### config.mk
export PLATFORM = sky130hd
export DESIGN_NAME = onewire_temperature_reader_unit
export DESIGN_NICKNAME = d
export VERILOG_FILES = /design/src/sv/owtr_pkg.sv /design/src/sv/onewire_temperature_reader_unit.sv /design/src/sv/owtr_seq.sv
export SDC_FILE = /design/constraint.sdc
export NUM_CORES = 1
export LEC_CHECK = 0
export ABC_AREA = 1
export ABC_CLOCK_PERIOD_IN_PS = 4150
export BUFFER_PORTS_ARGS = -buffer_cell sky130_fd_sc_hd__buf_4
export CAP_MARGIN = 20
export CORE_ASPECT_RATIO = 1.5
export CORE_UTILIZATION = 35
export DETAILED_ROUTE_END_ITERATION = 8
export PLACE_DENSITY = 0.6
export SLEW_MARGIN = 20
export SYNTH_ARGS = -nofsm -noshare
export SYNTH_HDL_FRONTEND = slang
export SYNTH_SLANG_ARGS = --single-unit
### constraint.sdc
create_clock -name aclk -period 4.15 [get_ports aclk]
set_input_delay 0.2075 -clock aclk [delete_from_list [all_inputs] [get_ports aclk]]
set_output_delay 0.2075 -clock aclk [all_outputs]
set_load 0.03 [all_outputs]
### src/sv/owtr_pkg.sv
// Shared types and constants for the one-wire temperature reader.
package owtr_pkg;

    localparam int TIME_W   = 10;
    localparam int NUM_REGS = 7;
    localparam int IN_W     = 8;
    localparam int OUT_W    = 24;
    localparam int ADDR_W   = 5;

    // Configuration register indexes
    localparam int REG_RESET_LOW     = 0;
    localparam int REG_PRESENCE_WAIT = 1;
    localparam int REG_RESET_TAIL    = 2;
    localparam int REG_ZERO_LOW      = 3;
    localparam int REG_ONE_LOW       = 4;
    localparam int REG_BIT_SAMPLE    = 5;
    localparam int REG_SLOT_TAIL     = 6;

    localparam logic [TIME_W-1:0] RST_RESET_LOW     = 10'd500;
    localparam logic [TIME_W-1:0] RST_PRESENCE_WAIT = 10'd100;
    localparam logic [TIME_W-1:0] RST_RESET_TAIL    = 10'd400;
    localparam logic [TIME_W-1:0] RST_ZERO_LOW      = 10'd60;
    localparam logic [TIME_W-1:0] RST_ONE_LOW       = 10'd2;
    localparam logic [TIME_W-1:0] RST_BIT_SAMPLE    = 10'd5;
    localparam logic [TIME_W-1:0] RST_SLOT_TAIL     = 10'd55;

    // Bus command bytes, the poll-done value and the CRC polynomial
    localparam logic [7:0] CMD_SKIP_ROM = 8'hCC;
    localparam logic [7:0] CMD_CONVERT  = 8'h44;
    localparam logic [7:0] CMD_READ_SP  = 8'hBE;
    localparam logic [7:0] POLL_DONE    = 8'hFF;
    localparam logic [7:0] CRC_POLY     = 8'h8C;

    localparam logic signed [15:0] FAIL_TEMP = 16'shF810;   // -127.0 degrees

    localparam logic [1:0] ST_OK        = 2'd0;
    localparam logic [1:0] ST_NOT_READY = 2'd1;
    localparam logic [1:0] ST_CRC_ERR   = 2'd2;

    typedef enum logic [1:0] {
        FUNC_TICK    = 2'd0,
        FUNC_CONVERT = 2'd1,
        FUNC_READ    = 2'd2,
        FUNC_NONE    = 2'd3
    } func_t;

    typedef enum logic [8:0] {
        PH_IDLE      = 9'b000000001,
        PH_RST_LOW   = 9'b000000010,
        PH_RST_WAIT  = 9'b000000100,
        PH_RST_TAIL  = 9'b000001000,
        PH_SLOT_LOW  = 9'b000010000,
        PH_SLOT_WAIT = 9'b000100000,
        PH_SLOT_TAIL = 9'b001000000,
        PH_ZERO_LOW  = 9'b010000000,
        PH_ZERO_REC  = 9'b100000000
    } phase_t;

    typedef enum logic [7:0] {
        SG_CONV_RESET = 8'b00000001,
        SG_CONV_SKIP  = 8'b00000010,
        SG_CONV_CMD   = 8'b00000100,
        SG_POLL       = 8'b00001000,
        SG_RD_RESET   = 8'b00010000,
        SG_RD_SKIP    = 8'b00100000,
        SG_RD_CMD     = 8'b01000000,
        SG_RD_DATA    = 8'b10000000
    } stage_t;

    typedef logic [NUM_REGS-1:0][TIME_W-1:0] cfg_t;

    typedef struct packed {
        logic [1:0]         status;
        logic signed [15:0] temperature;
        logic               presence;
        logic               done_res;
        logic               busy_res;
        logic               drive_low;
    } res_t;

    // A zero time is treated as one microsecond
    function automatic logic [TIME_W-1:0] eff_time(input logic [TIME_W-1:0] t);
        return (t == '0) ? TIME_W'(1) : t;
    endfunction

endpackage

### src/sv/onewire_temperature_reader_unit.sv
// A result passes through the input register, then the result register, before
// it is offered on the result stream.
// Throughput: one item per cycle, one sequencer step per item, unless results stall.
// Input is taken while a result waits, as long as the input register is free.
// Reset: synchronous active-low aresetn; timing registers return to defaults,
// sequencer idles with temperature -2032.
// Top level of the one-wire temperature reader.
module onewire_temperature_reader_unit
    import owtr_pkg::*;
#(
    parameter int SCRATCH_BYTES = 9
) (
    input  logic              aclk,
    input  logic              aresetn,
    // APB configuration port
    input  logic              psel,
    input  logic              penable,
    input  logic              pwrite,
    input  logic [ADDR_W-1:0] paddr,
    input  logic [31:0]       pwdata,
    output logic [31:0]       prdata,
    output logic              pready,
    // input stream
    input  logic              s_tvalid,
    output logic              s_tready,
    input  logic [IN_W-1:0]   s_tdata,  // [1:0] func, [2] line_level, rest zero
    // result stream
    output logic              m_tvalid,
    input  logic              m_tready,
    output logic [OUT_W-1:0]  m_tdata   // [0] drive_low, [1] busy_res, [2] done_res,
                                        // [3] presence, [19:4] temperature, [21:20] status
);

    cfg_t        cfg_reg;
    logic [2:0]  reg_idx;
    logic        wr_en;

    logic        in_valid_reg;
    func_t       in_func_reg;
    logic        in_level_reg;
    logic        out_valid_reg;
    res_t        out_res_reg;
    res_t        res;
    logic        advance;

    // register file
    assign pready  = 1'b1;
    assign reg_idx = paddr[4:2];
    assign wr_en   = psel && penable && pwrite && pready;

    always_ff @(posedge aclk) begin
        if (!aresetn) begin
            cfg_reg[REG_RESET_LOW]     <= RST_RESET_LOW;
            cfg_reg[REG_PRESENCE_WAIT] <= RST_PRESENCE_WAIT;
            cfg_reg[REG_RESET_TAIL]    <= RST_RESET_TAIL;
            cfg_reg[REG_ZERO_LOW]      <= RST_ZERO_LOW;
            cfg_reg[REG_ONE_LOW]       <= RST_ONE_LOW;
            cfg_reg[REG_BIT_SAMPLE]    <= RST_BIT_SAMPLE;
            cfg_reg[REG_SLOT_TAIL]     <= RST_SLOT_TAIL;
        end else if (wr_en && (32'(reg_idx) < NUM_REGS)) begin
            cfg_reg[reg_idx] <= pwdata[TIME_W-1:0];
        end
    end

    always_comb begin
        prdata = '0;
        if (32'(reg_idx) < NUM_REGS) begin
            prdata = {{(32-TIME_W){1'b0}}, cfg_reg[reg_idx]};
        end
    end

    // pipeline control
    assign advance  = in_valid_reg && (!out_valid_reg || m_tready);
    assign s_tready = !in_valid_reg || advance;

    always_ff @(posedge aclk) begin
        if (!aresetn) begin
            in_valid_reg  <= 1'b0;
            out_valid_reg <= 1'b0;
        end else begin
            if (s_tready) begin
                in_valid_reg <= s_tvalid;
            end
            if (advance) begin
                out_valid_reg <= 1'b1;
            end else if (m_tready) begin
                out_valid_reg <= 1'b0;
            end
        end
    end

    always_ff @(posedge aclk) begin
        if (s_tready && s_tvalid) begin
            in_func_reg  <= func_t'(s_tdata[1:0]);
            in_level_reg <= s_tdata[2];
        end
        if (advance) begin
            out_res_reg <= res;
        end
    end

    owtr_seq #(
        .SCRATCH_BYTES (SCRATCH_BYTES)
    ) u_seq (
        .aclk       (aclk),
        .aresetn    (aresetn),
        .step_en    (advance),
        .func       (in_func_reg),
        .line_level (in_level_reg),
        .cfg        (cfg_reg),
        .res        (res)
    );

    assign m_tvalid = out_valid_reg;
    assign m_tdata  = {2'b00, out_res_reg};

endmodule

### src/sv/owtr_seq.sv
// Bus sequencer: state registers and one-item next-state logic.
module owtr_seq
    import owtr_pkg::*;
#(
    parameter int SCRATCH_BYTES = 9
) (
    input  logic       aclk,
    input  logic       aresetn,
    input  logic       step_en,
    input  func_t      func,
    input  logic       line_level,
    input  cfg_t       cfg,
    output res_t       res
);

    localparam int BI_W = (SCRATCH_BYTES > 1) ? $clog2(SCRATCH_BYTES) : 1;
    localparam logic [BI_W-1:0] LAST_BYTE = BI_W'(SCRATCH_BYTES - 1);

    phase_t             phase_reg, phase_next;
    stage_t             stage_reg, stage_next;
    logic [TIME_W-1:0]  time_reg, time_next;
    logic [2:0]         bit_reg, bit_next;
    logic [BI_W-1:0]    byte_reg, byte_next;
    logic [7:0]         shift_reg, shift_next;
    logic [7:0]         check_reg, check_next;
    logic [7:0]         tlow_reg, tlow_next;
    logic [7:0]         thigh_reg, thigh_next;
    logic               pres_reg, pres_next;
    logic               chain_reg, chain_next;
    logic signed [15:0] temp_reg, temp_next;
    logic [1:0]         status_reg, status_next;

    logic       done;
    logic       start_bit;
    logic       bit_done;
    logic [7:0] sh;
    logic [7:0] crc;
    logic       reading;

    assign reading = (stage_reg == SG_POLL) || (stage_reg == SG_RD_DATA);

    always_comb begin
        phase_next  = phase_reg;
        stage_next  = stage_reg;
        time_next   = time_reg;
        bit_next    = bit_reg;
        byte_next   = byte_reg;
        shift_next  = shift_reg;
        check_next  = check_reg;
        tlow_next   = tlow_reg;
        thigh_next  = thigh_reg;
        pres_next   = pres_reg;
        chain_next  = chain_reg;
        temp_next   = temp_reg;
        status_next = status_reg;
        done        = 1'b0;
        start_bit   = 1'b0;
        bit_done    = 1'b0;
        sh          = reading ? shift_reg : {1'b0, shift_reg[7:1]};
        crc         = {1'b0, check_reg[7:1]} ^
                      (((check_reg[0] ^ line_level) == 1'b1) ? CRC_POLY : 8'h00);

        if (func == FUNC_TICK) begin
            if (phase_reg != PH_IDLE) begin
                if (time_reg > TIME_W'(1)) begin
                    time_next = time_reg - TIME_W'(1);
                end else begin
                    time_next = '0;
                    unique case (phase_reg)
                        PH_RST_LOW: begin
                            phase_next = PH_RST_WAIT;
                            time_next  = eff_time(cfg[REG_PRESENCE_WAIT]);
                        end
                        PH_RST_WAIT: begin
                            pres_next  = ~line_level;
                            phase_next = PH_RST_TAIL;
                            time_next  = eff_time(cfg[REG_RESET_TAIL]);
                        end
                        PH_RST_TAIL: begin
                            stage_next = (stage_reg == SG_RD_RESET) ? SG_RD_SKIP : SG_CONV_SKIP;
                            shift_next = CMD_SKIP_ROM;
                            bit_next   = '0;
                            start_bit  = 1'b1;
                        end
                        PH_SLOT_LOW: begin
                            phase_next = PH_SLOT_WAIT;
                            time_next  = eff_time(cfg[REG_BIT_SAMPLE]);
                        end
                        PH_SLOT_WAIT: begin
                            // sample the slot, LSB first; CRC runs over data bytes
                            if (reading) begin
                                shift_next = {line_level, shift_reg[7:1]};
                                if (stage_reg == SG_RD_DATA) begin
                                    check_next = crc;
                                end
                            end
                            phase_next = PH_SLOT_TAIL;
                            time_next  = eff_time(cfg[REG_SLOT_TAIL]);
                        end
                        PH_ZERO_LOW: begin
                            phase_next = PH_ZERO_REC;
                            time_next  = eff_time(cfg[REG_ONE_LOW]);
                        end
                        PH_SLOT_TAIL, PH_ZERO_REC: begin
                            bit_done = 1'b1;
                        end
                        default: begin
                            phase_next = PH_IDLE;
                            done       = 1'b1;
                        end
                    endcase
                end
            end
        end else if (phase_reg == PH_IDLE) begin
            if (func == FUNC_CONVERT) begin
                chain_next = 1'b0;
                stage_next = SG_CONV_RESET;
                phase_next = PH_RST_LOW;
                time_next  = eff_time(cfg[REG_RESET_LOW]);
            end else if (func == FUNC_READ) begin
                chain_next = 1'b0;
                stage_next = SG_POLL;
                shift_next = '0;
                bit_next   = '0;
                start_bit  = 1'b1;
            end
        end

        // end of a bit slot
        if (bit_done) begin
            shift_next = sh;
            bit_next   = bit_reg + 3'd1;
            if (bit_reg != 3'd7) begin
                start_bit = 1'b1;
            end else begin
                unique case (stage_reg)
                    SG_CONV_SKIP: begin
                        stage_next = SG_CONV_CMD;
                        shift_next = CMD_CONVERT;
                        bit_next   = '0;
                        start_bit  = 1'b1;
                    end
                    SG_CONV_CMD: begin
                        if (chain_reg) begin
                            temp_next   = {thigh_reg, tlow_reg};
                            status_next = ST_OK;
                            chain_next  = 1'b0;
                        end
                        phase_next = PH_IDLE;
                        done       = 1'b1;
                    end
                    SG_POLL: begin
                        if (sh == POLL_DONE) begin
                            stage_next = SG_RD_RESET;
                            phase_next = PH_RST_LOW;
                            time_next  = eff_time(cfg[REG_RESET_LOW]);
                        end else begin
                            temp_next   = FAIL_TEMP;
                            status_next = ST_NOT_READY;
                            chain_next  = 1'b0;
                            phase_next  = PH_IDLE;
                            done        = 1'b1;
                        end
                    end
                    SG_RD_SKIP: begin
                        stage_next = SG_RD_CMD;
                        shift_next = CMD_READ_SP;
                        bit_next   = '0;
                        start_bit  = 1'b1;
                    end
                    SG_RD_CMD: begin
                        stage_next = SG_RD_DATA;
                        byte_next  = '0;
                        check_next = '0;
                        shift_next = '0;
                        bit_next   = '0;
                        start_bit  = 1'b1;
                    end
                    SG_RD_DATA: begin
                        if (byte_reg == BI_W'(0)) tlow_next = sh;
                        if (byte_reg == BI_W'(1)) thigh_next = sh;
                        if (byte_reg >= LAST_BYTE) begin
                            if (check_reg == 8'h00) begin
                                // good scratchpad: chain a fresh conversion
                                chain_next = 1'b1;
                                stage_next = SG_CONV_RESET;
                                phase_next = PH_RST_LOW;
                                time_next  = eff_time(cfg[REG_RESET_LOW]);
                            end else begin
                                temp_next   = FAIL_TEMP;
                                status_next = ST_CRC_ERR;
                                chain_next  = 1'b0;
                                phase_next  = PH_IDLE;
                                done        = 1'b1;
                            end
                        end else begin
                            byte_next  = byte_reg + BI_W'(1);
                            shift_next = '0;
                            bit_next   = '0;
                            start_bit  = 1'b1;
                        end
                    end
                    default: begin
                        phase_next = PH_IDLE;
                        done       = 1'b1;
                    end
                endcase
            end
        end

        // open the next slot: read slots and one bits use the short low time
        if (start_bit) begin
            if (stage_next == SG_POLL || stage_next == SG_RD_DATA || shift_next[0]) begin
                phase_next = PH_SLOT_LOW;
                time_next  = eff_time(cfg[REG_ONE_LOW]);
            end else begin
                phase_next = PH_ZERO_LOW;
                time_next  = eff_time(cfg[REG_ZERO_LOW]);
            end
        end

        if (phase_next == PH_IDLE) begin
            time_next = '0;
        end
    end

    always_ff @(posedge aclk) begin
        if (!aresetn) begin
            phase_reg  <= PH_IDLE;
            stage_reg  <= SG_CONV_RESET;
            time_reg   <= '0;
            bit_reg    <= '0;
            byte_reg   <= '0;
            shift_reg  <= '0;
            check_reg  <= '0;
            tlow_reg   <= '0;
            thigh_reg  <= '0;
            pres_reg   <= 1'b0;
            chain_reg  <= 1'b0;
            temp_reg   <= FAIL_TEMP;
            status_reg <= ST_OK;
        end else if (step_en) begin
            phase_reg  <= phase_next;
            stage_reg  <= stage_next;
            time_reg   <= time_next;
            bit_reg    <= bit_next;
            byte_reg   <= byte_next;
            shift_reg  <= shift_next;
            check_reg  <= check_next;
            tlow_reg   <= tlow_next;
            thigh_reg  <= thigh_next;
            pres_reg   <= pres_next;
            chain_reg  <= chain_next;
            temp_reg   <= temp_next;
            status_reg <= status_next;
        end
    end

    // result reflects the state this item leaves
    always_comb begin
        res.drive_low   = (phase_next == PH_RST_LOW) || (phase_next == PH_SLOT_LOW) ||
                          (phase_next == PH_ZERO_LOW);
        res.busy_res    = (phase_next != PH_IDLE);
        res.done_res    = done;
        res.presence    = pres_next;
        res.temperature = temp_next;
        res.status      = status_next;
    end

endmodule

## Yosys cells after proc, flatten, opt, wreduce, memory -nomap -nowiden

Index checks and enable logic that the tools add are counted.
Widths: inputs -> output; s select.

| operators by class | value |
|---|---|
| add/sub/neg operators | 3 |
| $lt $le $gt $ge | 5 |
| eq/ne operators | 36 |
| muxes and demuxes | 148 |
| bitwise logic cells | 4 |
| reduce and logical (&&, ||, !) cells | 38 |

Operator list:

| cell | count |
|---|---|
| $mux 8 | 34 |
| $mux 10 | 23 |
| $mux 16 | 6 |
| $mux 9 | 9 |
| $bwmux 70 | 1 |
| $logic_not 10->1 | 7 |
| $pmux 9 s6 | 1 |
| $pmux 10 s5 | 1 |
| $pmux 16 s3 | 1 |
| $pmux 8 s5 | 1 |
| $mux 1 | 39 |
| $pmux 8 s4 | 1 |
| $bmux 10 s3 | 1 |
| $demux 10 s3 | 1 |
| $mux 3 | 10 |
| $pmux 9 s3 | 1 |
| $eq 8x8->1 const B | 3 |
| $pmux 10 s2 | 1 |
| $eq 9x1->1 const B | 2 |
| $eq 9x2->1 const B | 2 |
| $eq 9x5->1 const B | 2 |
| $eq 9x8->1 const B | 2 |
| $ne 9x1->1 const B | 2 |
| $eq 8x4->1 const B | 2 |
| other kinds (53) | 81 |

| word-level totals | value |
|---|---|
| register bits | 183 |

## Logic depth before layout (Yosys ltp)

Gate-level depths: netlist (run 1).

| logic depth | value |
|---|---|
| depth after elaboration | 19 |
| gate-level depth with buffers | 25 |
| depth with buffers taken out | 23 |

## By module

From an unflattened synthesis (run 1), not the netlist that was laid out.

| unflattened totals | value |
|---|---|
| cell total of the unflattened synthesis | 1803 |
| area total of the unflattened synthesis | 11400.9 um2 |

Modules (own cells, without submodules):

| module | times used | cells each | area an instance (um2) |
|---|---|---|---|
| owtr_seq | 1 | 1162 | 6872.8 |
| onewire_temperature_reader_unit | 1 | 641 | 4528.1 |

## Worst setup path before layout (run 1)

No wires, ideal clock.

| timing path | value |
|---|---|
| path kind | register -> register |
| start point | register u_seq.time_reg[0] |
| end point | register out_res_reg (netlist bit m_tdata[0]) (data pin) |
| arrival time | 2334 ps |
| data required time | 3891 ps |
| slack | 1557 ps |
| cell stages (with the launch flop) | 23 |
| period minus slack after synthesis | 2593 ps |
| cells stage by stage | dfxtp_1 -> inv_1 -> ha_1 -> o21ai_1 -> nor2_4 -> nand2_2 -> clkinv_2 -> nand2_4 -> nor2_8 -> nand2_4 -> nor2_8 -> nand3_4 -> nand2_1 -> nand2_1 -> nor2_4 -> nand3_4 -> nand2_2 -> buf_6 -> nand2_1 -> nand2_1 -> nand2_1 -> nand3_1 -> a21oi_1 |

RTL lines:

| item | RTL line | source |
|---|---|---|
| start: declaration | owtr_seq.sv:21 | `logic [TIME_W-1:0] time_reg, time_next;` |
| start signal: assignment | owtr_seq.sv:245 | `time_reg <= time_next;` |
| end signal: assignment | onewire_temperature_reader_unit.sv:98 | `out_res_reg <= res;` |
| end: declaration | onewire_temperature_reader_unit.sv:42 | `res_t out_res_reg;` |

## Worst setup path in the final report (run 1)

| timing path | value |
|---|---|
| start point | register u_seq.time_reg[1] |
| end point | register u_seq.time_reg[3] |

| on the way | value |
|---|---|
| longest elaborated chain between the ends | 16 |
| elaborated cells between the ends (all ways) | 51 |
| classes of those cells | add/sub: 1; order compare: 1; eq/ne: 3; mux: 44; reduce/logical: 2 |

RTL lines:

| item | RTL line | source |
|---|---|---|
| $gt 10x1->1 | owtr_seq.sv:65 | `if (time_reg > TIME_W'(1)) begin` |
| $mux 8 | owtr_seq.sv:65 |  |
| $mux 8 | owtr_seq.sv:64 | `if (phase_reg != PH_IDLE) begin` |
| $mux 8 | owtr_seq.sv:63 | `if (func == FUNC_TICK) begin` |
| $mux 8 | owtr_seq.sv:183 | `if (check_reg == 8'h00) begin` |
| $mux 8 | owtr_seq.sv:182 | `if (byte_reg >= LAST_BYTE) begin` |
| $pmux 8 s5 | owtr_seq.sv:136 | `unique case (stage_reg)` |
| $mux 8 | owtr_seq.sv:133 | `if (bit_reg != 3'd7) begin` |
| $mux 8 | owtr_seq.sv:130 | `if (bit_done) begin` |
| $eq 8x4->1 / $eq 8x8->1 (equally long branches) | owtr_seq.sv:213 | `if (stage_next == SG_POLL \|\| stage_next == SG_RD_DATA \|\| shift_next[0]) begin` |
| $logic_or 1x1->1 (2 in a row) | owtr_seq.sv:213 |  |
| $mux 8 | owtr_seq.sv:213 |  |
| $mux 9 | owtr_seq.sv:212 | `if (start_bit) begin` |
| $eq 9x1->1 | owtr_seq.sv:222 | `if (phase_next == PH_IDLE) begin` |
| $mux 10 * | owtr_seq.sv:222 |  |

Every way passes the cells marked *; elsewhere a longest branch is shown, timed or not. The select of a mux whose other input is x is not followed.
A chain may end at the register's enable or synchronous reset.

==> results of run 1 <==
final cells by class:
cell class              count  area, um2  area share, %
clock buffers              17      425.4          3.594
multi-input cells        1051       5335          45.07
clock inverters            15      205.2          1.734
flip-flops and latches    183       3914          33.07
well taps                 395      494.2          4.175
inverters                 226      849.6          7.178
repair buffers             79      613.1          5.180
worst register-to-register path: cells and delay by family, from the launching register on:
kind / cells / cell delay, ns
simple gates: 13 / 2.00
buf+inv: 4 / 0.44
flops: 1 / 0.42
compound gates: 2 / 0.32
fa+ha+maj: 1 / 0.24
per-stage QoR:
step                power (uW)  utilization [%]
floorplan                 2527                -
global placement          2766            38.03
detailed placement        2774            38.03
CTS                       4526            40.28
global route              4689            40.28
finish                    4500            40.28
repair_timing:
| item | in CTS | in global routing |
|---|---|---|
| hold endpoints to repair | 3 | 0 |
| hold buffers | 3 | 0 |
| endpoints found under the setup margin | 0 | 0 |
logic make-up after synthesis:
| group | count (synthesis) | share of synthesized area [%] |
|---|---|---|
| AOI/OAI and AO/OA | 455 | 24.63 |
| other | 2 | 0.07191 |
| xor gates and xnor gates | 6 | 0.5032 |
| adders and majority gates | 7 | 0.8386 |
| buffers and inverters | 311 | 12.33 |
| and+or+nand+nor | 558 | 24.15 |
| DFF | 183 | 37.47 |
synthesized netlist by cell type (5+ instances only):
cell type	n
sky130_fd_sc_hd__o221ai_1	10
sky130_fd_sc_hd__clkinv_1	6
sky130_fd_sc_hd__nor3_1	31
sky130_fd_sc_hd__nand2_1	213
sky130_fd_sc_hd__o21ai_0	175
sky130_fd_sc_hd__buf_2	5
sky130_fd_sc_hd__ha_1	7
sky130_fd_sc_hd__o22ai_1	38
sky130_fd_sc_hd__nand3_1	85
sky130_fd_sc_hd__inv_2	19
sky130_fd_sc_hd__nand4_1	14
sky130_fd_sc_hd__edfxtp_1	25
sky130_fd_sc_hd__nor2_1	159
sky130_fd_sc_hd__nor2_4	6
sky130_fd_sc_hd__a31oi_1	8
sky130_fd_sc_hd__a221oi_1	5
sky130_fd_sc_hd__a21oi_1	150
sky130_fd_sc_hd__buf_4	28
sky130_fd_sc_hd__o31ai_1	9
sky130_fd_sc_hd__clkbuf_1	49
sky130_fd_sc_hd__nand2_2	12
sky130_fd_sc_hd__a211oi_1	20
sky130_fd_sc_hd__dfxtp_1	158
sky130_fd_sc_hd__o211ai_1	23
sky130_fd_sc_hd__nor2_2	12
sky130_fd_sc_hd__xor2_1	5
sky130_fd_sc_hd__nor4_1	13
sky130_fd_sc_hd__inv_1	200
where the power goes:
group | internal [uW] | total (uW) | leakage (uW) | switching [uW]
Combinational | 251 | 849 | 0.00321 | 598
Clock | 927 | 1750 | 0.000309 | 825
Sequential | 1860 | 1900 | 0.00151 | 42.5
Total | 3030 | 4500 | 0.00503 | 1470
metal layers:
metal | global-route usage [%] | wire (um) | up-vias
met5 | 0 | 0 | -
met4 | 20.91 | 3049 | 0
met3 | 3.484 | 1498 | 139
met2 | 46.46 | 19160 | 384
met1 | 25.51 | 13400 | 4834
li1 | - | - | 5179
worst max path at each step:
stage | startpoint | endpoint | slack, ns | depth (start not counted)
after floorplan | u_seq.time_reg[0] | m_tdata[0] | 1.56 | 22
after global placement | u_seq.time_reg[1] | u_seq.time_reg[3] | 0.70 | 21
after detailed placement | u_seq.time_reg[1] | u_seq.time_reg[0] | 0.64 | 21
after CTS | u_seq.time_reg[1] | u_seq.time_reg[4] | 0.64 | 21
after global routing | u_seq.time_reg[0] | u_seq.time_reg[6] | 0.26 | 21
final | u_seq.time_reg[1] | u_seq.time_reg[3] | 0.59 | 20
==> run metrics, run 1 <==
status=finished, final reports clean; MaxCap Viol Count=0; flip-flop count of the largest register after layout=70; Synth Area per Inst=6.862 um2; Crit. End Element=flop; number of fill cells=3,113; largest net degree at the start of global routing=85; net count of the finished layout=1,617; highest fanout seen on the critical path=14; Die W=143.0 um; post-synth top area share=30.29%; Post-synth EDFFs=25; worst clock skew=~0.013 ns; number of antenna violations at the first check in global routing=0; startpoint types=flop; total global routing track utilization=25.42%; Final GP Congestion=0.9933; final worst path period need=~3.6 ns; Worst Reg-to-Reg Cells=20; post-route cell area=0.01184 mm2; placed cell area=between 0.01 and 0.015 mm2; cts repair resizes=0; DRC violation total after the first TritonRoute iteration=between 700 and 800; count of unique library cells instantiated by Yosys=about 50; number of buffers and inverters on the critical path=4; synthesized cell area=0.01044 mm2; Ports=111; most common cell after layout, fill and taps aside=sky130_fd_sc_hd__nand2_1; root buffer selected by CTS=sky130_fd_sc_hd__clkbuf_16; ANT cells=0; total via count after detailed routing=10,540; total power divided by cell area=380.2 mW/mm2; insertion delay to the later sink of the worst-skew pair=0.46 ns; Fin Hold WS=roughly 0.029 ns; crit path setup slack, layout=0.5933 ns; path class of the lowest-slack min-delay path=input port to flop; highest ir drop seen on vdd=between 0.3 and 0.4 mV; slowest cell delay on critical path=0.54 ns; relative max-transition margin=between 40% and 50%; worst min-delay path endpoint=in_valid_reg; fraction of the yosys area taken by sequential cells=37.47%; cell count after synthesis=1,522; starting density of the core=a little over a third; category of cells accounting for the largest share of critical-path delay=simple AND/OR/NAND/NOR gates; Leak Pwr=roughly 0.0050 uW; WL/cell=between 15 and 20 um; crit path DAT=3.88 ns; Area contributors post-synth=sky130_fd_sc_hd__dfxtp_1 (30%), sky130_fd_sc_hd__o21ai_0 (8.4%), sky130_fd_sc_hd__nand2_1 (7.7%); floorplan die area=0.03055 mm2; wire length of the first global-routing pass=57,150 um; placeable core region=0.02938 mm2; setup tns final=0 ns; share of async-settable or async-resettable flops after synthesis=0%; fraction of the cycle the final worst path needs=85.70%; clock tree buffer depth=2; non-filler cells, final=1,966; CTS tree=built; detailed-route vias per instance=5.359; top flip-flop cell by instance count after synthesis=sky130_fd_sc_hd__dfxtp_1; critical hold path startpoint=s_tvalid; R2R Setup Slk=0.59 ns; Critical R2R Capture=u_seq.time_reg[3]; total DRC errors in the routed layout=0; post-CTS setup buffers=0; critical path start-end classification=flop to flop; CP Cell Sequence=inv_1, ha_1, o21ai_1, nor2_4, nand2_2, clkinv_2, nand2_4, nor2_8, inv_2, nor2_2, inv_2, o21ai_0, nor2_2, nand2_2, nand2_1, nand3_1, nand3_1, nor2_1, nor2_1, nor2_1; quantity of I/O buffers inserted on ports=56; number of synthesis warnings=0; Post-Place Setup Slack=approximately 0.64 ns; Critical Path Most Common Cell=sky130_fd_sc_hd__nor2_1; actual transition at the worst max-transition pin=0.8519 ns; count of antenna-violating nets left after detailed routing=0; H-tree Lvls=4; Rows=77; sum of overflow across all layers after global routing=0; signed area change from the synthesized netlist to the final layout=13.33%; number of cells after detailed placement=1,931; via count of the first global-routing pass=10,060; placed wire-length estimate after detailed placement=28,010 um; Detailed Route WL=37,120 um; leading cell types in the layout, fill and taps excluded=sky130_fd_sc_hd__nand2_1 (213), sky130_fd_sc_hd__inv_1 (199), sky130_fd_sc_hd__o21ai_0 (175), sky130_fd_sc_hd__nor2_1 (159), sky130_fd_sc_hd__dfxtp_1 (158); cell type of the slowest stage on the worst timing path=sky130_fd_sc_hd__nor2_2; clock-pin slew reported for the worst setup and hold paths after clock tree synthesis=0.08 ns; Die Y=213.6 um; startpoint of the most critical register-to-register path=u_seq.time_reg[1]; CP Data Required Time=4.48 ns; max-slew violation count=0; Synth Register Bits=183; largest area contributor in the synthesized netlist=sky130_fd_sc_hd__dfxtp_1; number of sinks driven by the clock tree=about 180; worst hold path depth=3; ratio of cells with drive above 1 in the final layout=11.14%; Final setup violation count=0; Fmax achieved=281.2 MHz; setup repair after global routing missed its margin=false; number of hold violations in the final report=0; cts bufs inserted=17; number of iterations in the first detailed-routing pass=6
(Power assumes the default switching activity.)
==> run 2: changes to the inputs <==
--- a/config.mk
+++ b/config.mk
@@ -9,10 +9,12 @@
 export ABC_CLOCK_PERIOD_IN_PS = 4150
 export BUFFER_PORTS_ARGS = -buffer_cell sky130_fd_sc_hd__buf_4
 export CAP_MARGIN = 20
+export CELL_PAD_IN_SITES_DETAIL_PLACEMENT = 1
+export CELL_PAD_IN_SITES_GLOBAL_PLACEMENT = 2
 export CORE_ASPECT_RATIO = 1.5
 export CORE_UTILIZATION = 35
 export DETAILED_ROUTE_END_ITERATION = 8
-export PLACE_DENSITY = 0.6
+export PLACE_DENSITY = 0.92
 export SLEW_MARGIN = 20
 export SYNTH_ARGS = -nofsm -noshare
 export SYNTH_HDL_FRONTEND = slang
==> run metrics, run 2 (synthesis results as in run 1) <==
via count of the first global-routing pass=11,120 (+11%); switching power=1404 uW (-4.2%); actual transition at the worst max-transition pin=0.8565 ns (+0.004533 ns); critical path start-end classification=flop to flop; switching part of the total power=32.15% (-0.43 points); worst clock skew=0.01066 ns (-0.002393 ns); number of fill cells=3,799 (+22%); Leak Pwr=0.004990 uW (-0.84%); Die Y=213.6 um (unchanged); H-tree Lvls=4 (unchanged); total via count after detailed routing=10,780 (+2.3%); placed cell area=0.01116 mm2 (-0.11%); number of antenna violations at the first check in global routing=0 (unchanged); flip-flop count of the largest register after layout=70 (unchanged); CTS tree=built; Rows=77 (unchanged); status=finished, final reports clean; setup tns final=0 ns (unchanged); Flop pwr share=43.5% (+1.3 points); cts bufs inserted=17 (unchanged); Final setup violation count=0 (unchanged); Fmax achieved=286.1 MHz (+1.8%); cts repair resizes=0 (unchanged); insertion delay to the later sink of the worst-skew pair=0.46 ns (about the same); leading cell types in the layout, fill and taps excluded=sky130_fd_sc_hd__nand2_1 (213), sky130_fd_sc_hd__inv_1 (199), sky130_fd_sc_hd__o21ai_0 (175), sky130_fd_sc_hd__nor2_1 (159), sky130_fd_sc_hd__dfxtp_1 (158); crit path DAT=3.82 ns (-0.06 ns); fraction of the cycle the final worst path needs=84.23% (-1.5 points); number of sinks driven by the clock tree=183 (unchanged); largest net degree at the start of global routing=72 (-15%); post-route cell area=0.01176 mm2 (-0.66%); Ports=111 (unchanged); path class of the lowest-slack min-delay path=input port to flop; count of antenna-violating nets left after detailed routing=0 (unchanged); starting density of the core=35.54% (unchanged); ratio of cells with drive above 1 in the final layout=11.01% (-0.13 points); detailed-route vias per instance=5.481 (+2.3%); highest fanout seen on the critical path=12 (-2); combinational fraction of design power=20.0% (+1.1 points); floorplan die area=0.03055 mm2 (unchanged); total power divided by cell area=371.5 mW/mm2 (-2.3%); WL/cell=20.48 um (+8.5%); highest ir drop seen on vdd=0.2665 mV (-18%); setup repair after global routing missed its margin=false; Die W=143.0 um (unchanged); startpoint types=flop; number of cells after detailed placement=1,931 (unchanged); total global routing track utilization=27.72% (+2.3 points); MaxCap Viol Count=0 (unchanged); total DRC errors in the routed layout=0 (unchanged); clock tree buffer depth=2 (unchanged); non-filler cells, final=1,966 (unchanged); sum of overflow across all layers after global routing=0 (unchanged); total internal power=2964 uW (-2.3%); placed wire-length estimate after detailed placement=31,200 um (+11%); clock-pin slew reported for the worst setup and hold paths after clock tree synthesis=0.07 ns (about the same); max-slew violation count=0 (unchanged); clock group share of total power=36.5% (-2.5 points); number of iterations in the first detailed-routing pass=4 (-2); CP Data Required Time=4.47 ns (about the same); most common cell after layout, fill and taps aside=sky130_fd_sc_hd__nand2_1; DRC violation total after the first TritonRoute iteration=437 (-42%); Final GP Congestion=0.9794 (-1.4%); combined flip-flop and latch cell area=0.003914 mm2 (unchanged); number of hold violations in the final report=0 (unchanged); ANT cells=0 (unchanged); relative max-transition margin=42.38% (-0.83 points); final worst path period need=3.495 ns (-0.06130 ns); quantity of I/O buffers inserted on ports=56 (unchanged); wire length of the first global-routing pass=62,360 um (+9.1%); net count of the finished layout=1,617 (unchanged); Crit. End Element=flop; root buffer selected by CTS=sky130_fd_sc_hd__clkbuf_16; area of the multi-input gates=0.005335 mm2 (unchanged); Detailed Route WL=40,270 um (+8.5%); signed area change from the synthesized netlist to the final layout=12.59%; placeable core region=0.02938 mm2 (unchanged)
run 2: cell types whose count changed in the layout (fill, tap and decap cells not counted), sizes merged:
| cell | before | now |
|---|---|---|
| inv | 227 | 220 |
| clkinv | 12 | 13 |
| clkbuf | 17 | 22 |
| bufinv | 2 | 0 |
| clkinvlp | 0 | 3 |
run 2: final timing paths:
path	from	endpoint	slack, ns	cells past startpoint
max	u_seq.stage_reg[3]	u_seq.time_reg[5]	0.65	21
min	s_tvalid	in_valid_reg	0.03	3
max reg2reg	u_seq.stage_reg[3]	u_seq.time_reg[5]	0.65	21
min reg2reg	u_seq.bit_reg[2]	u_seq.bit_reg[2]	0.48	2
run 2: area by class of cell:
type	instances	area share, %
well taps	395	4.203
multi-input cells	1051	45.37
clock inverters	10	0.5852
repair buffers	79	5.107
clock buffers	22	4.224
inverters	226	7.225
flip-flops and latches	183	33.28
run 2: routing by layer:
metal	up-vias	GRT usage, %	part of all wire [%]
li1	5159	-	-
met1	5180	25.68	35
met2	293	53.24	54
met3	144	4.131	3.3
met4	0	22.32	7.9
met5	-	0	0
run 2: timing repair:
action / 4_1_cts / 5_1_grt
setup buffers: 0 / 0
hold buffers: 3 / 0
hold endpoints to repair: 3 / 0
run 2: metrics by stage:
stage                     hold slack [ns]  utilization [%]  total power (uW)  worst slack [ns]
final                             0.02657            40.02              4368            0.6546
after CTS                        0.007512            40.02              4411            0.6254
after detailed placement           0.3885            37.99              2806            0.6480
after floorplan                    0.3064                -              2527             1.557
after global placement             0.3908            37.99              2787            0.7103
after global routing              0.03760            40.02              4576            0.3696
run 2: power groups by stage:
| stage | combinational [uW] | sequential [uW] | clock, uW |
|---|---|---|---|
| 2_1_floorplan | 578 | 1950 | 0 |
| 3_3_place_gp | 851 | 1940 | 0 |
| 3_5_place_dp | 868 | 1940 | 0 |
| 5_1_grt | 963 | 1900 | 1710 |
| 4_1_cts | 873 | 1900 | 1640 |
| 6_report | 875 | 1900 | 1590 |
run 2: worst max-delay path, stage by stage, from the launching register on:
cell                      delay (ns)
sky130_fd_sc_hd__dfxtp_1        0.38
sky130_fd_sc_hd__inv_2          0.08
sky130_fd_sc_hd__nand2_1        0.13
sky130_fd_sc_hd__nor2_4         0.06
sky130_fd_sc_hd__nand2_2        0.23
sky130_fd_sc_hd__nand2_2        0.22
sky130_fd_sc_hd__nand2_1        0.10
sky130_fd_sc_hd__nand2_1        0.15
sky130_fd_sc_hd__nor2_1         0.17
sky130_fd_sc_hd__nand3_1        0.18
sky130_fd_sc_hd__nand2_2        0.16
sky130_fd_sc_hd__nand3_4        0.12
sky130_fd_sc_hd__nand2_1        0.09
sky130_fd_sc_hd__nand2_1        0.07
sky130_fd_sc_hd__nor2_2         0.16
sky130_fd_sc_hd__nand3_4        0.22
sky130_fd_sc_hd__nand3_2        0.16
sky130_fd_sc_hd__nand4_2        0.12
sky130_fd_sc_hd__nor2_4         0.32
sky130_fd_sc_hd__nor2_1         0.07
sky130_fd_sc_hd__nor2_1         0.10
sky130_fd_sc_hd__nor2_1         0.04
==> run 3: changes to the inputs <==
--- a/config.mk
+++ b/config.mk
@@ -5,8 +5,8 @@
 export SDC_FILE = /design/constraint.sdc
 export NUM_CORES = 1
 export LEC_CHECK = 0
-export ABC_AREA = 1
-export ABC_CLOCK_PERIOD_IN_PS = 4150
+export ABC_AREA = 0
+export ABC_CLOCK_PERIOD_IN_PS = 3400
 export BUFFER_PORTS_ARGS = -buffer_cell sky130_fd_sc_hd__buf_4
 export CAP_MARGIN = 20
 export CELL_PAD_IN_SITES_DETAIL_PLACEMENT = 1
@@ -14,7 +14,7 @@
 export CORE_ASPECT_RATIO = 1.5
 export CORE_UTILIZATION = 35
 export DETAILED_ROUTE_END_ITERATION = 8
-export PLACE_DENSITY = 0.92
+export PLACE_DENSITY = 0.87
 export SLEW_MARGIN = 20
 export SYNTH_ARGS = -nofsm -noshare
 export SYNTH_HDL_FRONTEND = slang
==> constraint.sdc (replaced) <==
create_clock -name aclk -period 3.4 [get_ports aclk]
set_input_delay 0.17 -clock aclk [delete_from_list [all_inputs] [get_ports aclk]]
set_output_delay 0.17 -clock aclk [all_outputs]
set_load 0.03 [all_outputs]
==> run metrics, run 3 <==
status=finished, final reports clean; startpoint types=flop; clock-pin slew reported for the worst setup and hold paths after clock tree synthesis=0.07 ns (about the same); CTS tree=built; met2 GRT Util=48.88% (-4.4 points); number of cells after detailed placement=1,796 (-7.0%); quantity of I/O buffers inserted on ports=56 (unchanged); most frequent cells after synthesis=sky130_fd_sc_hd__nand2_1 (239), sky130_fd_sc_hd__dfxtp_1 (158), sky130_fd_sc_hd__nor2_1 (100); cell count after synthesis=1,320 (-13%); count of antenna-violating nets left after detailed routing=0 (unchanged); largest net degree at the start of global routing=54 (-25%); fraction of met1 tracks used by global routing=26.67% (+0.99 points); via count of the first global-routing pass=11,070 (-0.43%); Synth Area per Inst=8.186 um2 (+19%); total internal power=3747 uW (+26%); fraction of the cycle the final worst path needs=97.85% (+14 points); Crit. End Element=flop; switching part of the total power=29.58% (-2.6 points); highest fanout seen on the critical path=13 (+1); wire length of the first global-routing pass=64,570 um (+3.5%); clock tree buffer depth=2 (unchanged); number of synthesis warnings=0 (unchanged); number of hold violations in the final report=0 (unchanged); global routing usage on met3=3.795% (-0.34 points); total global routing track utilization=27.14% (-0.58 points); R2R Setup Slk=0.07 ns (-0.58 ns); combinational fraction of design power=17.2% (-2.8 points); post-synth top area share=29.27% (-1.0 points); Fmax achieved=300.6 MHz (+5.1%); placed cell area=0.01207 mm2 (+8.1%); most common cell after layout, fill and taps aside=sky130_fd_sc_hd__nand2_1; top flip-flop cell by instance count after synthesis=sky130_fd_sc_hd__dfxtp_1; relative max-transition margin=38.06% (-4.3 points); placeable core region=0.03035 mm2 (+3.3%); floorplan die area=0.03159 mm2 (+3.4%); Flop pwr share=42.8% (-0.7 points); starting density of the core=35.60% (+0.059 points); post-route cell area=0.01278 mm2 (+8.7%); total DRC errors in the routed layout=0 (unchanged); startpoint of the most critical register-to-register path=u_seq.phase_reg[5]; share of async-settable or async-resettable flops after synthesis=0% (unchanged); Post-Place Setup Slack=0.07427 ns (-0.5737 ns); flip-flop count of the largest register after layout=70 (unchanged); highest ir drop seen on vdd=0.3724 mV (+40%); number of sinks driven by the clock tree=183 (unchanged); Ports=111 (unchanged); Post-synth EDFFs=25 (unchanged); setup tns final=0 ns (unchanged); actual transition at the worst max-transition pin=0.9273 ns (+0.07079 ns); Worst Reg-to-Reg Cells=10 (-52%); WL/cell=23.13 um (+13%); Leak Pwr=0.004864 uW (-2.5%); CP Data Required Time=3.76 ns (-0.71 ns); final worst path period need=3.327 ns (-0.1685 ns); net count of the finished layout=1,483 (-8.3%); number of iterations in the first detailed-routing pass=8 (+4); worst min-delay path endpoint=cfg_reg[28]; sum of overflow across all layers after global routing=0 (unchanged); worst clock skew=0.01327 ns (+0.002618 ns); Detailed Route WL=42,480 um (+5.5%); count of unique library cells instantiated by Yosys=97 (+98%); total power divided by cell area=416.4 mW/mm2 (+12%); clock group share of total power=39.9% (+3.4 points); critical hold path startpoint=pwdata[8]; H-tree Lvls=4 (unchanged); combined flip-flop and latch cell area=0.003914 mm2 (unchanged); crit path setup slack, layout=0.07307 ns (-0.5815 ns); Final setup violation count=0 (unchanged); total via count after detailed routing=10,770 (-0.093%); Final GP Congestion=0.9494 (-3.1%); Die W=145.5 um (+1.7%); ratio of cells with drive above 1 in the final layout=18.30% (+7.3 points); ANT cells=0 (unchanged); Area contributors post-synth=sky130_fd_sc_hd__dfxtp_1 (29%), sky130_fd_sc_hd__nand2_1 (8.3%), sky130_fd_sc_hd__edfxtp_1 (6.9%); max-slew violation count=0 (unchanged); path class of the lowest-slack min-delay path=input port to flop; setup repair after global routing missed its margin=false; sum of internal, switching and leakage power=5321 uW (+22%); fraction of the yosys area taken by sequential cells=36.22% (-1.3 points); DRC violation total after the first TritonRoute iteration=630 (+44%); worst hold path depth=3 (unchanged); number of antenna violations at the first check in global routing=0 (unchanged); Critical R2R Capture=u_seq.time_reg[9]; critical path start-end classification=flop to flop; leading cell types in the layout, fill and taps excluded=sky130_fd_sc_hd__nand2_1 (239), sky130_fd_sc_hd__buf_4 (168), sky130_fd_sc_hd__dfxtp_1 (158), sky130_fd_sc_hd__nor2_1 (100), sky130_fd_sc_hd__a21boi_0 (54); largest area contributor in the synthesized netlist=sky130_fd_sc_hd__dfxtp_1; cts bufs inserted=17 (unchanged); Rows=78 (+1.3%); placed wire-length estimate after detailed placement=32,420 um (+3.9%); Synth Register Bits=183 (unchanged); crit path DAT=3.69 ns (-0.13 ns); detailed-route vias per instance=5.861 (+6.9%); number of fill cells=3,667 (-3.5%); area of the multi-input gates=0.006352 mm2 (+19%); non-filler cells, final=1,837 (-6.6%); switching power=1574 uW (+12%); root buffer selected by CTS=sky130_fd_sc_hd__clkbuf_16; Most Used Layer, Global Route=met2; Die Y=217.2 um (+1.7%); signed area change from the synthesized netlist to the final layout=18.25%; MaxCap Viol Count=0 (unchanged); most frequently used cell type in the post-synthesis netlist=sky130_fd_sc_hd__nand2_1; synthesized cell area=0.01081 mm2 (+3.5%); insertion delay to the later sink of the worst-skew pair=0.47 ns (about the same)
==> run 3: layer usage <==
metal,share of wire (%),up-vias
li1,-,4974
met1,36,5246
met2,51,361
met3,3.7,185
met4,9.6,0
met5,0,-
==> run 3: worst max-delay path by stage <==
stage	startpoint	end
floorplan	u_seq.phase_reg[2]	u_seq.time_reg[0]
global placement	u_seq.phase_reg[0]	u_seq.phase_reg[4]
detailed placement	u_seq.phase_reg[0]	u_seq.phase_reg[4]
CTS	u_seq.phase_reg[0]	u_seq.phase_reg[4]
global route	u_seq.phase_reg[0]	u_seq.time_reg[0]
finish	u_seq.phase_reg[5]	u_seq.time_reg[9]
==> run 3: timing repair <==
action / 4_1_cts / 5_1_grt
hold endpoints to repair: 4 / 0
resized for setup: 0 / 4
setup endpoints to repair: 0 / 11
hold buffers: 4 / 0
setup buffers: 0 / 5
==> run 3: area by class of cell <==
cell class	instances	area share [%]
Inverter	20	0.5875
Timing Repair Buffer	173	10.34
Sequential cell	183	30.63
Multi-Input combinational cell	1029	49.72
Clock inverter	14	1.449
Tap cell	400	3.917
Clock buffer	18	3.359
==> run 3: worst max-delay path, cell delays in order (launching register included) <==
cell and delay (ns):
sky130_fd_sc_hd__dfxtp_1 0.47, sky130_fd_sc_hd__or4_4 0.62, sky130_fd_sc_hd__nor3_1 0.30, sky130_fd_sc_hd__and3_1 0.23
sky130_fd_sc_hd__a21oi_1 0.08, sky130_fd_sc_hd__a211oi_1 0.49, sky130_fd_sc_hd__buf_4 0.21, sky130_fd_sc_hd__nand2_1 0.05
sky130_fd_sc_hd__buf_4 0.16, sky130_fd_sc_hd__a311o_1 0.35, sky130_fd_sc_hd__a32o_1 0.25
==> run 3: logic make-up after synthesis <==
kind of cell,share of synthesized area (%)
AOI/OAI and AO/OA,23.18
xor gates and xnor gates,1.297
adders and majority gates,0.8105
buffers and inverters,5.940
DFF,36.22
muxes,3.856
other,0.06950
and+or+nand+nor,28.62
==> run 3: power groups by stage <==
stage                     clock [uW]  sequential (uW)  combinational [uW]
after floorplan                    0             2330                 548
after global routing            2240             2280                 970
after CTS                       2160             2280                 893
after global placement             0             2330                 872
final                           2120             2280                 916
after detailed placement           0             2330                 885
==> run 3: through the flow <==
step | util (%) | hold slack (ns)
2_1_floorplan | - | 0.2689
3_3_place_gp | 39.77 | 0.3585
3_5_place_dp | 39.77 | 0.3531
4_1_cts | 41.93 | 0.006836
5_1_grt | 42.10 | 0.02718
6_report | 42.10 | 0.01815
